===== src/rtl/core/mpsk_pkg.sv =====
`default_nettype none
package mpsk_pkg;

  localparam int SAMPLE_BITS_DEF     = 16;
  localparam int ALPHA_FRAC_BITS_DEF = 16;
  localparam int QUEUE_DEPTH_DEF     = 2;

  localparam int ALPHA_W = 16;
  localparam int M2_W    = 48;
  localparam int M4_W    = 64;
  localparam int SNR_W   = 16;
  localparam int LOG_W   = 22;

  localparam logic [ALPHA_W-1:0] ALPHA_RESET = 16'd66;
  localparam logic [29:0] DB_PER_OCTAVE_Q28  = 30'd808071242;

  typedef struct packed {
    logic [M2_W-1:0] m2;
    logic [M4_W-1:0] m4;
  } moments_t;

  typedef struct packed {
    logic     push;
    moments_t data;
  } push_t;

  typedef struct packed {
    logic     pop;
  } pop_t;

  typedef struct packed {
    logic     full;
    logic     empty;
    moments_t head;
  } queue_status_t;

  typedef enum logic [1:0] {
    F_IDLE,
    F_POW,
    F_SQR,
    F_EMA
  } front_state_e;

  typedef enum logic [3:0] {
    B_IDLE,
    B_SQ,
    B_CMP,
    B_SQRT,
    B_CHK,
    B_NORM,
    B_LOG,
    B_SCALE,
    B_DONE
  } back_state_e;

endpackage
`default_nettype wire


===== src/rtl/core/mpsk_queue.sv =====
`default_nettype none
module mpsk_queue #(
  parameter int QUEUE_DEPTH = mpsk_pkg::QUEUE_DEPTH_DEF
) (
  input  wire logic                clk_i,
  input  wire logic                rst_ni,
  input  wire mpsk_pkg::push_t     push_i,
  input  wire mpsk_pkg::pop_t      pop_i,
  output mpsk_pkg::queue_status_t  status_o
);

  localparam int PTR_W = (QUEUE_DEPTH > 1) ? $clog2(QUEUE_DEPTH) : 1;
  localparam int CNT_W = $clog2(QUEUE_DEPTH + 1);

  mpsk_pkg::moments_t entry_q [QUEUE_DEPTH];
  logic [PTR_W-1:0] wr_q, wr_d, rd_q, rd_d;
  logic [CNT_W-1:0] count_q, count_d;
  logic do_push, do_pop;

  assign do_push = push_i.push && (count_q != CNT_W'(QUEUE_DEPTH));
  assign do_pop  = pop_i.pop && (count_q != '0);

  assign status_o.full  = (count_q == CNT_W'(QUEUE_DEPTH));
  assign status_o.empty = (count_q == '0);
  assign status_o.head  = entry_q[rd_q];

  always_comb begin
    wr_d = wr_q;
    rd_d = rd_q;
    count_d = count_q;
    if (do_push) wr_d = (wr_q == PTR_W'(QUEUE_DEPTH - 1)) ? '0 : wr_q + 1'b1;
    if (do_pop)  rd_d = (rd_q == PTR_W'(QUEUE_DEPTH - 1)) ? '0 : rd_q + 1'b1;
    if (do_push && !do_pop) count_d = count_q + 1'b1;
    else if (do_pop && !do_push) count_d = count_q - 1'b1;
  end

  always_ff @(posedge clk_i or negedge rst_ni) begin
    if (!rst_ni) begin
      wr_q    <= '0;
      rd_q    <= '0;
      count_q <= '0;
    end else begin
      wr_q    <= wr_d;
      rd_q    <= rd_d;
      count_q <= count_d;
    end
  end

  always_ff @(posedge clk_i) begin
    if (do_push) entry_q[wr_q] <= push_i.data;
  end

`ifndef SYNTHESIS
  a_count_bound: assert property (@(posedge clk_i) disable iff (!rst_ni)
    count_q <= CNT_W'(QUEUE_DEPTH)) else $error("queue count overflow");
  a_push_moves: assert property (@(posedge clk_i) disable iff (!rst_ni)
    (do_push && !do_pop) |=> (count_q == $past(count_q) + 1'b1))
    else $error("queue push lost");
`endif

endmodule
`default_nettype wire


===== config.mk =====
export PLATFORM = sky130hd
export DESIGN_NAME = mpsk_queue
export DESIGN_NICKNAME = d
export VERILOG_FILES = /design/src/rtl/core/mpsk_pkg.sv /design/src/rtl/core/mpsk_queue.sv
export SDC_FILE = /design/constraint.sdc
export NUM_CORES = 1
export LEC_CHECK = 0
export BUFFER_PORTS_ARGS = -buffer_cell sky130_fd_sc_hd__buf_2
export CORE_AREA = 2 2 150 152
export DETAILED_ROUTE_END_ITERATION = 10
export DIE_AREA = 0 0 152 154
export PLACE_DENSITY = 0.62
export SYNTH_ARGS = -nofsm -noshare
export SYNTH_HDL_FRONTEND = slang
export SYNTH_SLANG_ARGS = --single-unit

===== constraint.sdc =====
create_clock -name clk_i -period 9.65 [get_ports clk_i]
set_clock_uncertainty 0.05 [all_clocks]
set_input_delay 1.4475 -clock clk_i [delete_from_list [all_inputs] [get_ports clk_i]]
set_output_delay 1.4475 -clock clk_i [all_outputs]
set_load 0.1 [all_outputs]

==> summary.txt, run 1 <==
Run status
  – Status: finished clean

Synth
  – Yosys cell types: 16
  – EDFF count, synth: 224
  – Synth cell count leaders: edfxtp_1, mux2_4, mux2_2
  – Avg Cell Area, Syn: 23.29 um2
  – Ys Warns: 0
  – Ys async rst share: 1.754%
  – Syn Nets: 485
  – Most used DFF post-synth: edfxtp_1
  – Synthesized cell area: 0.008572 mm2
  – Synth Instances: 368
  – Top-count cell post-synth: edfxtp_1
  – Synth area leader: edfxtp_1
  – Top cells by area, synth: edfxtp_1, mux2_4, mux2_2
  – Register area share after synthesis: 79.64%
  – Synthesis-stage register bit count: 228
  – Top cell type's share of synthesized area: 78.47%

Timing
  – Worst slew pin tran: 1.086 ns
  – Fin. max-slew vios: 0
  – Min cycle time layout: 4.737 ns
  – RSZ-0062 raised after global routing: no
  – Post-route clock period utilization: 49.08%
  – Hold Vio Cnt, Final: 0
  – Post-Route Setup TNS: 0 ns
  – Fmax: 211.1 MHz
  – Worst rel slew slack: 27.62%
  – Final setup viols: 0

Floorplanning
  – Chip Width: 152 um
  – Row Count: 54
  – Die Y: 154 um
  – Die area: 0.02341 mm2
  – Total I/O pin count: 230
  – Effective utilization at floorplan: 39.52%
  – Placeable Area: 0.02169 mm2

Job
  – Max cap viols: 0

Placement
  – Port bufs: 229
  – Gpl congestion: 0.6885
  – DPL Wire Length: 10.16 mm

Finish
  – Nets: 730
  – Antenna diodes: 0
  – Area delta synth->final: 24.68%
  – Number of fill cells: 1809
  – Area of the multi-input gates: 0.001625 mm2
  – Layout cell share with drive strength beyond 1: 59.78%
  – Reg area: 0.006830 mm2

Route
  – Residual DRC: 0
  – Drt total wl: 15.40 mm
  – Iteration-0 DRC Markers: 170
  – Vias: 4200
  – First-pass DRT Iterations: 4
  – WL/cell: 16.94 um
  – Via density: 4.620
  – Post-DRT Antenna Nets: 0

Clock network
  – CTS tree: built
  – Clock Sinks: 228
  – Root buf cell: clkbuf_16
  – Clk_lat worst skew: 0.50 ns
  – CTS max path bufs: 3
  – Reg clk slew, reported paths: 0.06 ns
  – H-Tree Depth: 1
  – Post-CTS sizing: 0
  – CTS Hold Buffers Added: 0
  – Setup repair bufs after CTS: 0
  – CTS buffer count: 24

Worst setup path
  – Max FO, Critical Path: 59
  – Startpoint Class: register
  – CP peak stage delay: 1.05 ns
  – CP Class: reg -> out
  – Endpoint class of the critical path: output port
  – Crit path cell chain: buf_4 -> mux2_2 -> buf_2
  – Critical path arrival: 3.24 ns
  – Reg2reg start: count_q[0]$_DFFE_PN0P_
  – CP Data Required Time: 8.15 ns
  – Worst Setup SP: rd_q$_DFFE_PN0P_
  – Slowest-stage cell, CP: dfrtp_4

GRT
  – Total gr overflow: 0
  – First-pass GRT wire length: 23.65 mm
  – Tot GR Track Use: 12.71%
  – Initial antenna violation count: 0
  – Largest net degree at the start of global routing: 79
  – Number of global-route vias before repair: 4399

Hold path
  – Worst Hold Class: reg -> reg
  – Hold_sp: count_q[1]$_DFFE_PN0P_
## worst max-delay path, delay by kind of cell, from the launching register on
| kind | cells | cell delay (ns) |
|---|---|---|
| flip-flops | 1 | 1.05 |
| multiplexers | 1 | 0.31 |
| buffers and inverters | 2 | 1.27 |
## through the flow
step / worst slack (ns) / utilization (%) / hold slack [ns] / cells / area (um2)
global route: 4.695 / 49.28 / 0.5155 / 909 / 10690
detailed placement: 5.407 / 46.03 / 0.4672 / 867 / 9982
floorplan: 2.822 / - / 0.4108 / 368 / 8572
CTS: 4.852 / 49.28 / 0.4749 / 909 / 10690
finish: 4.913 / 49.28 / 0.4707 / 909 / 10690
global placement: 5.429 / 46.03 / 0.4484 / 867 / 9982
## logic make-up (layout without fill, tap and decap cells)
| family | after synthesis | count (layout) | share of synthesized area (%) |
|---|---|---|---|
| XOR/XNOR | 5 | 5 | 0.5110 |
| AND/OR/NAND/NOR | 6 | 6 | 0.3212 |
| AO/OA/AOI/OAI | 1 | 1 | 0.05833 |
| buffers and inverters | 15 | 276 | 1.547 |
| adder cells (fa/ha/maj) | 1 | 1 | 0.1459 |
| flip-flops | 228 | 228 | 79.64 |
| multiplexers | 112 | 112 | 17.78 |
## worst paths after layout
kind,cells after the start,end,slack (ns)
min in group asynchronous,1,count_q[1]$_DFFE_PN0P_,0.69
max in group asynchronous,1,rd_q$_DFFE_PN0P_,8.72
min,1,count_q[1]$_DFFE_PN0P_,0.47
max,3,status_o[94],4.91
max reg2reg,4,entry_q[0][29]$_DFFE_PP_,6.61
min reg2reg,1,count_q[1]$_DFFE_PN0P_,0.47
## layer usage
layer,track usage (%),share of wire (%),vias up
li1,-,-,1954
met1,16.15,41,2041
met2,20.87,48,185
met3,4.256,9.1,20
met4,3.783,1.6,0
met5,0,0,-
## layout by cell type, fill, tap and decap left out, types with 2 or more instances in the layout
master	netlist	routed
xor2_1	2	2
clkbuf_1	0	12
mux2_2	42	42
dfrtp_1	4	3
mux2_4	70	70
clkbuf_16	0	25
edfxtp_1	224	224
inv_1	2	2
buf_2	4	229
xnor2_1	3	3
clkinv_2	0	2
buf_4	0	3
nor2_1	3	2
## cell type report
cell class | count | area share (%)
Sequential cell | 228 | 63.91
Multi-Input combinational cell | 125 | 15.21
Timing Repair Buffer | 232 | 10.93
Clock buffer | 38 | 6.404
Tap cell | 280 | 3.278
Clock inverter | 4 | 0.1990
Inverter | 2 | 0.07024
## state kept, by name (all words and copies together) (netlist names)
register,count
entry_q,224
count_q,2
rd_q,1
wr_q,1
Power of run 1 is not shown: default switching activity piles up to over one toggle a cycle in this logic, so the estimate is an artifact.
==> inputs of run 2 (changes only) <==
- PLACE_DENSITY: 0.62 -> 0.64
- clock period: 9.65 -> 3.9 ns (I/O delays scaled with it)
==> run 2 against run 1 <==
Critical path depth stayed put. Routed wire length is 3.0% higher. Die area stayed put. Critical path type unchanged. Largest cell class unchanged.
==> summary.txt, run 2 (synthesis results as in run 1) <==
Hold path
  – Worst Hold Class: in -> reg
  – Hold_sp: push_i[39]
  – Worst hold path endpoint: entry_q[1][39]$_DFFE_PP_
  – WHS Path Cells: 1 (unchanged)

Timing
  – Fin. max-slew vios: 0 (unchanged)
  – Min cycle time layout: 2.987 ns
  – Hold Vio Cnt, Final: 0 (unchanged)
  – Final setup viols: 0 (unchanged)
  – RSZ-0062 raised after global routing: no
  – Post-route clock period utilization: 76.60%
  – Worst slew pin tran: 0.9779 ns (-0.1078 ns)
  – Final WS setup: 0.9126 ns (-4.001 ns)
  – Fmax: 334.7 MHz
  – Post-Route Setup TNS: 0 ns (unchanged)
  – Worst rel slew slack: 34.81% (+7.2 points)

Floorplanning
  – Effective utilization at floorplan: 39.52% (unchanged)
  – Placeable Area: 0.02169 mm2 (unchanged)
  – Total I/O pin count: 230 (unchanged)
  – Die Y: 154 um (unchanged)
  – Die area: 0.02341 mm2 (unchanged)
  – Chip Width: 152 um (unchanged)
  – Row Count: 54 (unchanged)

Worst setup path
  – Cell family with most CP delay: buffers and inverters
  – Reg2reg path depth: 3 (-1)
  – Max FO, Critical Path: 113 (+92%)
  – RR Endpoint: entry_q[1][66]$_DFFE_PP_
  – Critical path arrival: 2.35 ns (-0.89 ns)
  – Slowest-stage cell, CP: buf_12
  – CP Data Required Time: 3.26 ns (-4.89 ns)
  – Worst R2R Setup Slack: 1.75 ns (-4.86 ns)
  – CP Class: reg -> out
  – CP peak stage delay: 0.53 ns (-0.52 ns)
  – Endpoint class of the critical path: output port
  – Startpoint Class: register
  – Reg2reg start: count_q[0]$_DFFE_PN0P_
  – Crit path cell chain: buf_12 -> mux2_4 -> buf_2
  – CP Buf/Inv Count: 2 (unchanged)

Finish
  – Nets: 732 (+0.27%)
  – Max reg flops: 224 (unchanged)
  – Number of fill cells: 1805 (-0.22%)
  – Post-route insts no fill: 910 (+0.11%)
  – Antenna diodes: 0 (unchanged)
  – Layout cell share with drive strength beyond 1: 60.79% (+1.0 points)
  – Fin util: 49.69% (+0.41 points)
  – Area delta synth->final: 25.72%
  – Largest Register: entry_q
  – Most frequent cells in the layout: buf_2, edfxtp_1, mux2_4, mux2_2, clkbuf_16
  – Commonest non-fill, non-tap cell in the layout: buf_2
  – Biggest regs: entry_q x224, count_q x2

GRT
  – Most Crowded Layer GR: met2
  – Met3 usage: 4.369% (+0.11 points)
  – First-pass GRT wire length: 24.51 mm (+3.6%)
  – Initial antenna violation count: 1 (+1)
  – M2 GR Usage: 22.27% (+1.4 points)
  – Tot GR Track Use: 13.00% (+0.29 points)
  – Total gr overflow: 0 (unchanged)
  – Largest net degree at the start of global routing: 114 (+44%)
  – Met1 Usage GRT: 15.70% (-0.45 points)
  – Number of global-route vias before repair: 4563 (+3.7%)

Clock network
  – CTS buffer count: 24 (unchanged)
  – Root buf cell: clkbuf_16
  – CTS Hold Buffers Added: 1 (+1)
  – Clk_lat worst skew: 0.50 ns (about the same)
  – Post-CTS sizing: 0 (unchanged)
  – Reg clk slew, reported paths: 0.06 ns (about the same)
  – CTS tree: built
  – H-Tree Depth: 1 (unchanged)
  – Clock Sinks: 228 (unchanged)
  – CTS max path bufs: 3 (unchanged)
  – Setup repair bufs after CTS: 0 (unchanged)

Route
  – Post-DRT Antenna Nets: 0 (unchanged)
  – Residual DRC: 0 (unchanged)
  – First-pass DRT Iterations: 4 (unchanged)
  – Drt total wl: 15.86 mm (+3.0%)
  – Via density: 4.687 (+1.4%)
  – Vias: 4265 (+1.5%)
  – Iteration-0 DRC Markers: 198 (+16%)
  – WL/cell: 17.43 um (+2.9%)

Run status
  – Status: finished clean

Job
  – Max cap viols: 0 (unchanged)

Placement
  – Port bufs: 229 (unchanged)
  – DPL Wire Length: 10.17 mm (about the same)
  – Gpl congestion: 0.7050 (+2.4%)
  – Place WS: 1.472 ns (-3.935 ns)
  – Inst Count DP: 868 (+0.12%)
## run 2: worst max path at each step
stage | startpoint | endpoint | slack [ns] | depth (start not counted)
floorplan | push_i[112] | entry_q[1][0]$_DFFE_PP_ | 0.16 | 1
global placement | rd_q$_DFFE_PN0P_ | status_o[110] | 1.51 | 3
detailed placement | rd_q$_DFFE_PN0P_ | status_o[110] | 1.47 | 3
CTS | rd_q$_DFFE_PN0P_ | status_o[110] | 0.91 | 3
global route | rd_q$_DFFE_PN0P_ | status_o[33] | 0.85 | 3
finish | rd_q$_DFFE_PN0P_ | status_o[45] | 0.91 | 3
## run 2: per-stage QoR
| stage | hold slack, ns | cell area, um2 |
|---|---|---|
| floorplan | 0.2394 | 8579 |
| global placement | 0.3434 | 10010 |
| detailed placement | 0.3521 | 10010 |
| CTS | 0.1773 | 10780 |
| global route | 0.1930 | 10780 |
| finish | 0.2134 | 10780 |
## run 2: worst register-to-register path: cells and delay by family (launching register included)
family / cells / cell delay (ns)
flip-flops: 1 / 0.42
buffers and inverters: 1 / 0.45
AND/OR/NAND/NOR: 2 / 0.86
## run 2: routing by layer
| layer | wire length (um) | share of wire (%) |
|---|---|---|
| met5 | 13 | 0.082 |
| met4 | 347 | 2.2 |
| met3 | 1376 | 8.7 |
| met2 | 7680 | 48 |
| met1 | 6446 | 41 |
## run 2: final cells by class
type                    instances  area, um2  area share [%]
clock buffers                  28      636.9           5.910
repair buffers                234       1211           11.24
flip-flops and latches        228       6830           63.38
inverters                       2      7.507         0.06966
clock inverters                13      115.1           1.068
multi-input cells             125       1625           15.08
well taps                     280      350.3           3.251
Power of run 2 is left out for the same reason.
